<file path="config.mk">
export PLATFORM = sky130hd
export DESIGN_NAME = line_echo_command_matcher
export DESIGN_NICKNAME = d
export VERILOG_FILES = /design/src/lecm_pkg.sv /design/src/lecm_ram.sv /design/src/lecm_dp.sv /design/src/lecm_ctrl.sv /design/src/line_echo_command_matcher.sv
export SDC_FILE = /design/constraint.sdc
export NUM_CORES = 1
export LEC_CHECK = 0
export ABC_AREA = 1
export BUFFER_PORTS_ARGS = -buffer_cell sky130_fd_sc_hd__buf_2
export CAP_MARGIN = 10
export CORE_MARGIN = 1.5
export CORE_UTILIZATION = 40
export CTS_CLUSTER_DIAMETER = 120
export DETAILED_ROUTE_END_ITERATION = 10
export MAX_ROUTING_LAYER = met4
export PLACE_DENSITY_LB_ADDON = 0.25
export SLEW_MARGIN = 20
export SYNTH_ARGS = -nofsm -noshare
export SYNTH_HDL_FRONTEND = slang
export SYNTH_SLANG_ARGS = --single-unit
</file>
<file path="constraint.sdc">
create_clock -name clock -period 3.2 [get_ports clock]
set_input_delay 0.64 -clock clock [delete_from_list [all_inputs] [get_ports clock]]
set_output_delay 0.64 -clock clock [all_outputs]
set_load 0.05 [all_outputs]
</file>
<file path="src/lecm_pkg.sv">
package lecm_pkg;

   localparam int BUFFER_BYTES = 32;
   localparam int IDX_W        = $clog2(BUFFER_BYTES);
   localparam int LEN_MAX      = BUFFER_BYTES - 1;

   localparam logic [7:0] CH_CR = 8'h0D;
   localparam logic [7:0] CH_LF = 8'h0A;

   // command texts in ASCII, first character in the top byte
   localparam int ON_LEN  = 11;
   localparam int OFF_LEN = 12;
   localparam logic [ON_LEN*8-1:0]  CMD_ON  = {8'h54, 8'h75, 8'h72, 8'h6E, 8'h5F, 8'h6F,
                                               8'h6E, 8'h5F, 8'h6C, 8'h65, 8'h64};
   localparam logic [OFF_LEN*8-1:0] CMD_OFF = {8'h54, 8'h75, 8'h72, 8'h6E, 8'h5F, 8'h6F,
                                               8'h66, 8'h66, 8'h5F, 8'h6C, 8'h65, 8'h64};

   typedef enum logic [1:0] {
      LED_NONE = 2'd0,
      LED_ON   = 2'd1,
      LED_OFF  = 2'd2
   } led_req_type;

   typedef struct packed {
      logic store;
      logic start;
      logic emit_byte;
      logic emit_cr;
      logic emit_lf;
   } lecm_cmd_type;

   typedef struct packed {
      logic is_cr;
      logic is_lf;
      logic full;
      logic echo_done;
      logic out_free;
   } lecm_status_type;

   function automatic logic [7:0] cmd_on_char(input logic [IDX_W-1:0] k);
      logic [7:0] c;
      c = '0;
      if (int'(k) < ON_LEN) begin
         c = CMD_ON[(ON_LEN - 1 - int'(k)) * 8 +: 8];
      end
      return c;
   endfunction

   function automatic logic [7:0] cmd_off_char(input logic [IDX_W-1:0] k);
      logic [7:0] c;
      c = '0;
      if (int'(k) < OFF_LEN) begin
         c = CMD_OFF[(OFF_LEN - 1 - int'(k)) * 8 +: 8];
      end
      return c;
   endfunction

endpackage

</file>
<file path="src/lecm_ram.sv">
module lecm_ram #(
   parameter int WIDTH = 8,
   parameter int DEPTH = 32
) (
   input  logic                     clock,
   input  logic                     wr_en,
   input  logic [$clog2(DEPTH)-1:0] wr_addr,
   input  logic [WIDTH-1:0]         wr_data,
   input  logic [$clog2(DEPTH)-1:0] rd_addr,
   output logic [WIDTH-1:0]         rd_data
);

   logic [WIDTH-1:0] mem_ff [DEPTH];
   logic [WIDTH-1:0] rd_data_ff;

   always_ff @(posedge clock) begin
      if (wr_en) begin
         mem_ff[wr_addr] <= wr_data;
      end
      rd_data_ff <= mem_ff[rd_addr];
   end

   assign rd_data = rd_data_ff;

endmodule

</file>
<file path="src/lecm_dp.sv">
module lecm_dp (
   input  logic                      clock,
   input  logic                      reset,
   input  logic [7:0]                req_rx_byte,
   input  logic                      rsp_ready,
   input  lecm_pkg::lecm_cmd_type    cmd,
   output lecm_pkg::lecm_status_type status,
   output logic                      rsp_valid,
   output logic [7:0]                rsp_tx_byte,
   output logic                      rsp_last,
   output logic [1:0]                rsp_led_request
);
   import lecm_pkg::*;

   logic [IDX_W-1:0] len_ff, len_in;
   logic [IDX_W-1:0] idx_ff, idx_in;
   logic             match_on_ff, match_on_in;
   logic             match_off_ff, match_off_in;
   logic             valid_ff, valid_in;
   logic [7:0]       tx_ff, tx_in;
   logic             last_ff, last_in;
   led_req_type      led_ff, led_in;
   logic [IDX_W-1:0] rd_addr;
   logic [7:0]       rd_data;
   logic             on_hit, off_hit;
   led_req_type      led_end;

   lecm_ram #(.WIDTH(8), .DEPTH(BUFFER_BYTES)) u_line_ram (
      .clock   (clock),
      .wr_en   (cmd.store),
      .wr_addr (len_ff),
      .wr_data (req_rx_byte),
      .rd_addr (rd_addr),
      .rd_data (rd_data)
   );

   // read address runs one ahead when a byte leaves, so data is ready every cycle
   assign rd_addr = cmd.emit_byte ? idx_ff + 1'b1 : idx_ff;

   assign on_hit  = (int'(idx_ff) < ON_LEN)  && (rd_data == cmd_on_char(idx_ff));
   assign off_hit = (int'(idx_ff) < OFF_LEN) && (rd_data == cmd_off_char(idx_ff));

   always_comb begin
      led_end = LED_NONE;
      if (match_on_ff && idx_ff == IDX_W'(ON_LEN)) begin
         led_end = LED_ON;
      end else if (match_off_ff && idx_ff == IDX_W'(OFF_LEN)) begin
         led_end = LED_OFF;
      end
   end

   assign status.is_cr     = (req_rx_byte == CH_CR);
   assign status.is_lf     = (req_rx_byte == CH_LF);
   assign status.full      = (len_ff == IDX_W'(LEN_MAX));
   assign status.echo_done = (idx_ff == len_ff) || (rd_data == 8'h00);
   assign status.out_free  = !valid_ff || rsp_ready;

   always_comb begin
      len_in       = len_ff;
      idx_in       = idx_ff;
      match_on_in  = match_on_ff;
      match_off_in = match_off_ff;
      valid_in     = valid_ff;
      tx_in        = tx_ff;
      last_in      = last_ff;
      led_in       = led_ff;

      if (valid_ff && rsp_ready) begin
         valid_in = 1'b0;
      end
      if (cmd.store) begin
         len_in = len_ff + 1'b1;
      end
      if (cmd.start) begin
         idx_in       = '0;
         match_on_in  = 1'b1;
         match_off_in = 1'b1;
      end
      if (cmd.emit_byte) begin
         idx_in       = idx_ff + 1'b1;
         match_on_in  = match_on_ff && on_hit;
         match_off_in = match_off_ff && off_hit;
         valid_in     = 1'b1;
         tx_in        = rd_data;
         last_in      = 1'b0;
         led_in       = LED_NONE;
      end
      if (cmd.emit_cr) begin
         valid_in = 1'b1;
         tx_in    = CH_CR;
         last_in  = 1'b0;
         led_in   = LED_NONE;
      end
      if (cmd.emit_lf) begin
         valid_in = 1'b1;
         tx_in    = CH_LF;
         last_in  = 1'b1;
         led_in   = led_end;
         len_in   = '0;
      end
   end

   always_ff @(posedge clock) begin
      if (reset) begin
         len_ff   <= '0;
         valid_ff <= 1'b0;
      end else begin
         len_ff   <= len_in;
         valid_ff <= valid_in;
      end
      idx_ff       <= idx_in;
      match_on_ff  <= match_on_in;
      match_off_ff <= match_off_in;
      tx_ff        <= tx_in;
      last_ff      <= last_in;
      led_ff       <= led_in;
   end

   assign rsp_valid       = valid_ff;
   assign rsp_tx_byte     = tx_ff;
   assign rsp_last        = last_ff;
   assign rsp_led_request = led_ff;

endmodule

</file>
<file path="src/lecm_ctrl.sv">
module lecm_ctrl (
   input  logic                      clock,
   input  logic                      reset,
   input  logic                      req_valid,
   output logic                      req_ready,
   input  lecm_pkg::lecm_status_type status,
   output lecm_pkg::lecm_cmd_type    cmd
);
   import lecm_pkg::*;

   typedef enum logic [2:0] {
      ST_IDLE,
      ST_PRIME,
      ST_ECHO,
      ST_SEND_CR,
      ST_SEND_LF
   } state_type;

   state_type state_ff, state_in;
   logic      take;

   assign req_ready = (state_ff == ST_IDLE);
   assign take      = req_valid && req_ready;

   always_comb begin
      state_in = state_ff;
      cmd      = '0;
      unique case (state_ff)
         ST_IDLE: begin
            if (take && status.is_lf) begin
               cmd.start = 1'b1;
               state_in  = ST_PRIME;
            end else if (take && !status.is_cr && !status.full) begin
               cmd.store = 1'b1;
            end
         end
         ST_PRIME: begin
            state_in = ST_ECHO;
         end
         ST_ECHO: begin
            if (status.echo_done) begin
               state_in = ST_SEND_CR;
            end else if (status.out_free) begin
               cmd.emit_byte = 1'b1;
            end
         end
         ST_SEND_CR: begin
            if (status.out_free) begin
               cmd.emit_cr = 1'b1;
               state_in    = ST_SEND_LF;
            end
         end
         ST_SEND_LF: begin
            if (status.out_free) begin
               cmd.emit_lf = 1'b1;
               state_in    = ST_IDLE;
            end
         end
         default: begin
            state_in = ST_IDLE;
         end
      endcase
   end

   always_ff @(posedge clock) begin
      if (reset) begin
         state_ff <= ST_IDLE;
      end else begin
         state_ff <= state_in;
      end
   end

endmodule

</file>
<file path="src/line_echo_command_matcher.sv">
// channel | ports                                   | dir | handshake
// req     | req_rx_byte                             | in  | req_valid / req_ready
// rsp     | rsp_tx_byte, rsp_last, rsp_led_request  | out | rsp_valid / rsp_ready
//
// Ordinary bytes and CR are taken without leaving idle; a word is accepted whenever idle.
// After a line feed, req_ready stays low while the controller primes the line RAM
// read port, echoes the stored bytes one by one, sees the end of the line, then
// sends CR and LF.
// The line RAM read port streams one byte per cycle; rsp stalls hold the echo in place.
// Synchronous reset empties the line; line RAM contents are left as they are.
module line_echo_command_matcher (
   input  logic       clock,
   input  logic       reset,
   input  logic       req_valid,
   output logic       req_ready,
   input  logic [7:0] req_rx_byte,
   output logic       rsp_valid,
   input  logic       rsp_ready,
   output logic [7:0] rsp_tx_byte,
   output logic       rsp_last,
   output logic [1:0] rsp_led_request
);
   import lecm_pkg::*;

   lecm_cmd_type    cmd;
   lecm_status_type status;

   lecm_ctrl u_ctrl (
      .clock     (clock),
      .reset     (reset),
      .req_valid (req_valid),
      .req_ready (req_ready),
      .status    (status),
      .cmd       (cmd)
   );

   lecm_dp u_dp (
      .clock           (clock),
      .reset           (reset),
      .req_rx_byte     (req_rx_byte),
      .rsp_ready       (rsp_ready),
      .cmd             (cmd),
      .status          (status),
      .rsp_valid       (rsp_valid),
      .rsp_tx_byte     (rsp_tx_byte),
      .rsp_last        (rsp_last),
      .rsp_led_request (rsp_led_request)
   );

`ifndef ASSERT_OFF
   a_last_is_lf : assert property (@(posedge clock) disable iff (reset)
      rsp_valid && rsp_last |-> rsp_tx_byte == CH_LF)
      else $error("final word of echo is not a line feed");

   a_led_only_on_last : assert property (@(posedge clock) disable iff (reset)
      rsp_valid && rsp_led_request != LED_NONE |-> rsp_last)
      else $error("LED request on a word other than the last");

   a_busy_after_lf : assert property (@(posedge clock) disable iff (reset)
      req_valid && req_ready && req_rx_byte == CH_LF |=> !req_ready)
      else $error("input accepted straight after a line feed");

   a_led_code : assert property (@(posedge clock) disable iff (reset)
      rsp_valid |-> rsp_led_request != 2'd3)
      else $error("invalid LED request code");
`endif

endmodule
</file>
==> After elaboration in Yosys (flattened, before gate mapping) <==
Memory sizes are Yosys's and may differ from the RTL's. A register that Yosys moved wholly into a read port is not among the register bits.
Cells that the tools add are included.
{ "word_totals": {"register_bits": 27, "memories": 1, "wordCells": 97, "ramBits": 256, "rom_bits": 0, "out_inout_bits": 13, "latch_bits": 0} }
{ "classes": {"order_cmp": 2, "addsub": 4, "n_div": 0, "mux": 37, "n_bitwise": 0, "reduce_logical": 25, "mul": 0, "eq_ne": 16, "shift": 2} }
{ "memory_table": {"columns": ["memory", "words", "width", "read_ports", "rd_clocked_by_memory_dff", "wr", "line", "rtl"], "rows": [
  ["u_dp.u_line_ram.mem_ff", 32, 8, 1, 1, 1, "lecm_ram.sv:13", "logic [WIDTH-1:0] mem_ff [DEPTH];"]
]} }
{ "ops": {"columns": ["operator", "n"], "rows": [
  ["$shiftx A96 B32 Y8 const A", 1],
  ["$shiftx A88 B32 Y8 const A", 1],
  ["$mux W1", 19],
  ["$mux W3", 6],
  ["$eq A8 B4 Y1 const B", 2],
  ["$eq A8 B8 Y1", 2],
  ["$mux W8", 2],
  ["$mux W5", 3],
  ["$pmux W3 S5", 1],
  ["$mux W2", 6],
  ["$sub A4 B5 Y6 const A", 2],
  ["$logic_and A1 B1 Y1", 11],
  ["$add A5 B1 Y5 const B", 2],
  ["$eq A5 B4 Y1 const B", 2],
  ["$lt A5 B4 Y1 const B", 2],
  ["$logic_not A8 Y1", 1],
  ["$ne A2 B2 Y1 const B", 4],
  ["$eq A3 B2 Y1 const B", 2],
  ["$eq A5 B5 Y1", 1],
  ["$eq A5 B5 Y1 const B", 1],
  ["$reduce_and A4 Y1", 1],
  ["$reduce_bool A2 Y1", 2],
  ["$reduce_bool A4 Y1", 1],
  ["$reduce_or A2 Y1", 2],
  ["other kinds (6)", 9]
]} }

==> Logic depth before layout (Yosys ltp) <==
{ "depth": {"word_depth": 9, "depth_mapped": 19, "depth_no_buf": 15} }

==> Hierarchy <==
From an unflattened synthesis, not the netlist that was laid out.
{ "hier_totals": {"hier_cells": 1249, "hier_area_um2": 13012.5} }
{ "by_module_without_submodules": {"columns": ["mod", "cells_each", "area_per_inst_um2", "n_inst"], "rows": [
  ["lecm_ram", 922, 10786.6, 1],
  ["lecm_dp", 286, 1990.7, 1],
  ["lecm_ctrl", 41, 235.2, 1]
]} }

==> Least setup slack after synthesis <==
Ideal clock, no wire load.
{ "synth_path": {"path_kind": "register -> register", "startpoint": "reg u_ctrl.state_ff[1]", "endpoint": "mem u_dp.u_line_ram.mem_ff[19][0], enable pin", "setup_slack_ps": 310, "period_less_slack_ps": 2890, "stages_incl_launch_ff": 12, "arrival_ps": 2506, "cell_sequence": "dfxtp_1 nor2_1 inv_1 nor2_1 nand2_1 inv_1 o21ai_0 nor2_1 nand2_1 inv_1 nand3_1 nor3_1"} }
{ "synth_between": {"elab_chain_len": 9, "elab_cells_between_ends": 10, "classes_between": "5 x mux; 5 x reduce/logical"} }
{ "synth_rtl": {"columns": ["item", "line", "rtl"], "rows": [
  ["start, declared", "lecm_ctrl.sv:19", "state_type state_ff, state_in;"],
  ["start signal, assigned", "lecm_ctrl.sv:69", "state_ff <= state_in;"],
  ["$logic_not A3 Y1 *", "lecm_ctrl.sv:22", "assign req_ready = (state_ff == ST_IDLE);"],
  ["named net req_ready", "line_echo_command_matcher.sv:15", "output logic req_ready,"],
  ["$logic_and A1 B1 Y1", "lecm_ctrl.sv:23", "assign take = req_valid && req_ready;"],
  ["$logic_and A1 B1 Y1 (2 in a row)", "lecm_ctrl.sv:33", "end else if (take && !status.is_cr && !status.full) begin"],
  ["$mux W1", "lecm_ctrl.sv:33", null],
  ["$mux W1", "lecm_ctrl.sv:30", "if (take && status.is_lf) begin"],
  ["$mux W2 *", "lecm_ctrl.sv:28", "unique case (state_ff)"],
  ["$mux W1 *", "lecm_ram.sv:17", "if (wr_en) begin"],
  ["$mux W1 (not written as such) *", "lecm_ram.sv:18", "mem_ff[wr_addr] <= wr_data;"],
  ["end, declared", "lecm_ram.sv:13", null]
]} }
Mark *: on every way through the listed nets, which the timed path passes. The rest lies on a longest branch.

==> Worst setup path after layout <==
{ "layout_path": {"startpoint": "reg u_dp.len_ff[3]", "endpoint": "reg u_dp.u_line_ram.rd_data_ff[3], in the netlist u_dp.u_line_ram.rd_data[3], read port of u_dp.u_line_ram.mem_ff"} }
{ "layout_between": {"elab_chain_len": 5} }
{ "layout_rtl": {"columns": ["item", "line", "rtl"], "rows": [
  ["start, declared", "lecm_dp.sv:15", "logic [IDX_W-1:0] len_ff, len_in;"],
  ["start signal, assigned", "lecm_dp.sv:108", "len_ff <= len_in;"],
  ["$eq A5 B5 Y1", "lecm_dp.sv:55", "assign status.echo_done = (idx_ff == len_ff) || (rd_data == 8'h00);"],
  ["$logic_or A1 B1 Y1", "lecm_dp.sv:55", null],
  ["$mux W1", "lecm_ctrl.sv:41", "if (status.echo_done) begin"],
  ["$mux W1", "lecm_ctrl.sv:28", null],
  ["$mux W5", "lecm_dp.sv:38", "assign rd_addr = cmd.emit_byte ? idx_ff + 1'b1 : idx_ff;"],
  ["end, declared", "lecm_ram.sv:14", "logic [WIDTH-1:0] rd_data_ff;"]
]} }
Every way passes these cells.
A chain may end at the register's enable or synchronous reset.

==> flow_metrics.py <==
metrics = {
    "setup_path": {
        "cp.required_ns": 3.60,
        "cpMostUsedCell": "nand2_1",
        "critical_path_class": "register to register",
        "cp-end-kind": "register",
        "path_max_fanout": 18,
        "startpoint_type": "register",
        "cp_top_family": "simple AND/OR/NAND/NOR gates",
        "slowest_delay_ns": 0.53,
        "r2r_cells": 16,
        "crit_chain": "inv_2, nand2_1, nand2_1, nor2_1, nand3_2, nand3_2, inv_4, nand2_2, o21ai_4, inv_2, buf_4, nand3_1, nand3_1, nand2_1, nand2_1, nand2_1",
        "cpMaxStageDelayCell": "dfxtp_1",
        "crit_buf_inv": 4,
        "worstReg2RegEnd": "u_dp.u_line_ram.rd_data[3]",
        "r2r-start": "u_dp.len_ff[3]",
        "arrival_ns": 3.28,
        "r2r_setup_slack_ns": 0.33,
    },
    "global_routing": {
        "grt_max_degree": 74,
        "grt_antenna_before_repair": 1,
        "grt_usage_pct": 21.6,
        "overflow": 0,
        "grt_pass1_vias": 9505,
        "grt_pass1_wl_um": 56600,
    },
    "power": {
        "clkPwrFrac_pct": 45.3,
        "p_leak_nw": 6.67,
        "p_int_mw": 6.44,
        "peakVddDrop_mv": 0.303,
        "p_comb_share_pct": 3.6,
        "p_sw_mw": 1.80,
        "finalPower_mw": 8.23,
        "power.density_nw_per_um2": 530,
        "seqPwrFrac_pct": 51.1,
        "swShare_pct": 21.8,
    },
    "finish": {
        "fillers": 3238,
        "multi_input_area_um2": 3860,
        "drive_above_1_share_pct": 9.18,
        "regArea_um2": 8480,
        "n_antenna_cell": 0,
        "fin_nets": 1512,
        "fin_util_pct": 46.1,
        "area_growth_pct": 13.1,
    },
    "place": {
        "hpwl_um": 23600,
        "dp_slack_ns": 0.272,
        "portBuffers": 24,
        "routabilityCongestion": 0.897,
    },
    "cts": {
        "cts-htree-levels": 2,
        "clk_pin_slew_ns": 0.06,
        "root_buffer": "clkbuf_16",
        "worstSkewPairLatency_ns": 0.54,
        "ctsHoldBuffers": 0,
        "cts_tree": "yes",
        "cts-resized-gates": 0,
        "cts.sinks": 291,
        "clk_path_buf_depth": 3,
        "tritoncts.num_buffers": 34,
        "post-cts-setup-buffers": 0,
    },
    "timing": {
        "drv_slew": 0,
        "hold_viol_final": 0,
        "slew_headroom_pct": 41.1,
        "min_period_ns": 2.87,
        "setup_ws_ns": 0.325,
        "fin_crit_sh_pct": 89.8,
        "rsz0062_at_grt": "no",
        "setup_tns_ns": 0,
        "tightest_slew_ns": 0.880,
        "holdWs_ns": 0.327,
        "finClkSkew_ns": 0.0227,
        "setup_viol": 0,
        "max_clock_freq_mhz": 348,
    },
    "synthesis": {
        "ys_seq_area_share_pct": 61.7,
        "synth_cells": 1444,
        "synth_seq_cells": 291,
        "synth_area_per_cell_um2": 9.51,
        "yosysUniqueCellTypes": 36,
        "synth_nets": 1466,
        "yosys_warnings": 0,
        "syn_area_um2": 13700,
    },
    "die": {
        "die_area_um2": 35500,
        "core_um2": 33700,
        "die_w_um": 188,
        "initial_core_util_pct": 40.8,
        "rows": 67,
        "ios": 25,
        "die_y_um": 188,
    },
    "detailed_routing": {
        "wl_per_cell_um": 18.6,
        "num_vias": 10100,
        "dr.pass1.iters": 5,
        "drtAntennaViolNets": 0,
        "drc_errors": 0,
        "viasPerCell": 5.13,
        "drtIter0Drc": 965,
        "postRouteWirelength_um": 36500,
    },
    "min_path": {
        "hp-class": "input pin to register",
        "holdPathStages": 2,
        "min_from": "reset",
        "min_to": "u_ctrl.state_ff[0]",
    },
    "status": {
        "status": "completed",
    },
    "run": {
        "max_cap_violations": 0,
    },
}
cell type report:
class                   count  share of cell area (%)
inverters                 282                    6.84
well taps                 448                    3.61
clock buffers              45                    5.88
multi-input cells         810                    24.9
clock inverters            15                   0.974
repair buffers             71                    3.29
flip-flops and latches    291                    54.6
power by group through the flow:
| stage | combinational (mW) | sequential (mW) | clock, mW |
|---|---|---|---|
| 4_1_cts | 0.298 | 4.21 | 3.79 |
| 5_1_grt | 0.316 | 4.21 | 3.92 |
| 3_5_place_dp | 0.297 | 4.29 | 0 |
| 6_report | 0.295 | 4.21 | 3.73 |
| 2_1_floorplan | 0.0809 | 4.35 | 0 |
| 3_3_place_gp | 0.295 | 4.29 | 0 |
placed cells by master (no fill, tap or decap), types with 2 or more instances in the layout:
| cell type | count |
|---|---|
| xnor2_1 | 2 |
| o21ai_0 | 22 |
| o21ai_4 | 4 |
| nand4_1 | 6 |
| dfxtp_1 | 26 |
| nand3b_1 | 25 |
| inv_2 | 6 |
| buf_12 | 3 |
| nand3_2 | 2 |
| nor3_1 | 4 |
| bufinv_16 | 2 |
| clkbuf_1 | 10 |
| a211oi_1 | 2 |
| a21oi_1 | 18 |
| nor2_1 | 78 |
| clkinvlp_4 | 2 |
| inv_1 | 274 |
| ha_1 | 10 |
| clkinv_2 | 4 |
| clkinv_1 | 4 |
| xor2_1 | 16 |
| clkinv_8 | 2 |
| clkbuf_16 | 35 |
| nand3_1 | 278 |
| edfxtp_1 | 265 |
| nand2_4 | 2 |
| buf_4 | 44 |
| nand2_1 | 326 |
| nand2_2 | 4 |
| buf_2 | 24 |
| o21ai_1 | 3 |
| inv_4 | 2 |
state kept, by name, summed over array words and instances, names as in the netlist:
register	cells
u_dp.u_line_ram.mem_ff	256
u_dp.rsp_tx_byte	8
u_dp.u_line_ram.rd_data	8
u_dp.idx_ff	5
u_dp.len_ff	5
u_ctrl.state_ff	3
u_dp.rsp_led_request	2
u_dp.match_off_ff	1
u_dp.match_on_ff	1
u_dp.rsp_last	1
u_dp.rsp_valid	1
through the flow:
step                      cells  area (um^2)
after floorplan            1444        13700
after global placement     1902        14500
after detailed placement   1902        14500
after CTS                  1962        15500
after global routing       1962        15500
final                      1962        15500
how the worst max path moves through the flow:
stage,startpoint,end,slack [ns],cells after the start
after floorplan,u_ctrl.state_ff[1],u_dp.u_line_ram.mem_ff[19][0],0.31,11
after global placement,req_rx_byte[3],u_dp.u_line_ram.mem_ff[26][1],0.26,9
after CTS,u_dp.len_ff[3],u_dp.u_line_ram.rd_data[3],0.35,16
after detailed placement,req_rx_byte[3],u_dp.u_line_ram.mem_ff[26][1],0.27,9
after global routing,u_dp.len_ff[3],u_dp.u_line_ram.rd_data[3],0.10,16
final,u_dp.len_ff[3],u_dp.u_line_ram.rd_data[3],0.33,16
worst register-to-register path, stage by stage (launching register included):
cell and delay, ns:
dfxtp_1 0.53, inv_2 0.15, nand2_1 0.09, nand2_1 0.05, nor2_1 0.11, nand3_2 0.16
nand3_2 0.26, inv_4 0.16, nand2_2 0.13, o21ai_4 0.07, inv_2 0.33, buf_4 0.24
nand3_1 0.13, nand3_1 0.10, nand2_1 0.09, nand2_1 0.09, nand2_1 0.08
per-layer routing:
metal	track usage, %	share of wire [%]
met5	-	0
met4	5.62	2.0
met3	3.41	6.7
met2	33.4	47
met1	29.6	45
cells by family (layout without fill, tap and decap cells):
kind of cell	Yosys count	count (layout)	synth area share, %
xor+xnor	18	18	1.15
buf+inv	343	413	10.3
fa+ha+maj	10	10	0.911
simple gates	730	730	23.7
compound gates	52	52	2.27
flops	291	291	61.7
synthesized netlist by cell type, drive strengths merged:
master | count | area (um^2)
or4 | 1 | 7.51
o211ai | 1 | 7.51
nand2 | 332 | 1260
a211oi | 2 | 15.0
buf | 50 | 307
xnor2 | 2 | 17.5
nor3b | 1 | 7.51
nor2 | 79 | 299
xor2 | 16 | 140
edfxtp | 265 | 7960
a21oi | 18 | 90.1
clkbuf | 11 | 41.3
o31ai | 1 | 7.51
nand4 | 7 | 50.1
o21ai | 29 | 183
ha | 10 | 125
nor3 | 4 | 20.0
o311ai | 1 | 8.76
nand3b | 25 | 188
nor4 | 1 | 6.26
dfxtp | 26 | 521
inv | 282 | 1060
nand3 | 280 | 1410
No activity file was read; power rests on OpenSTA's default activity.
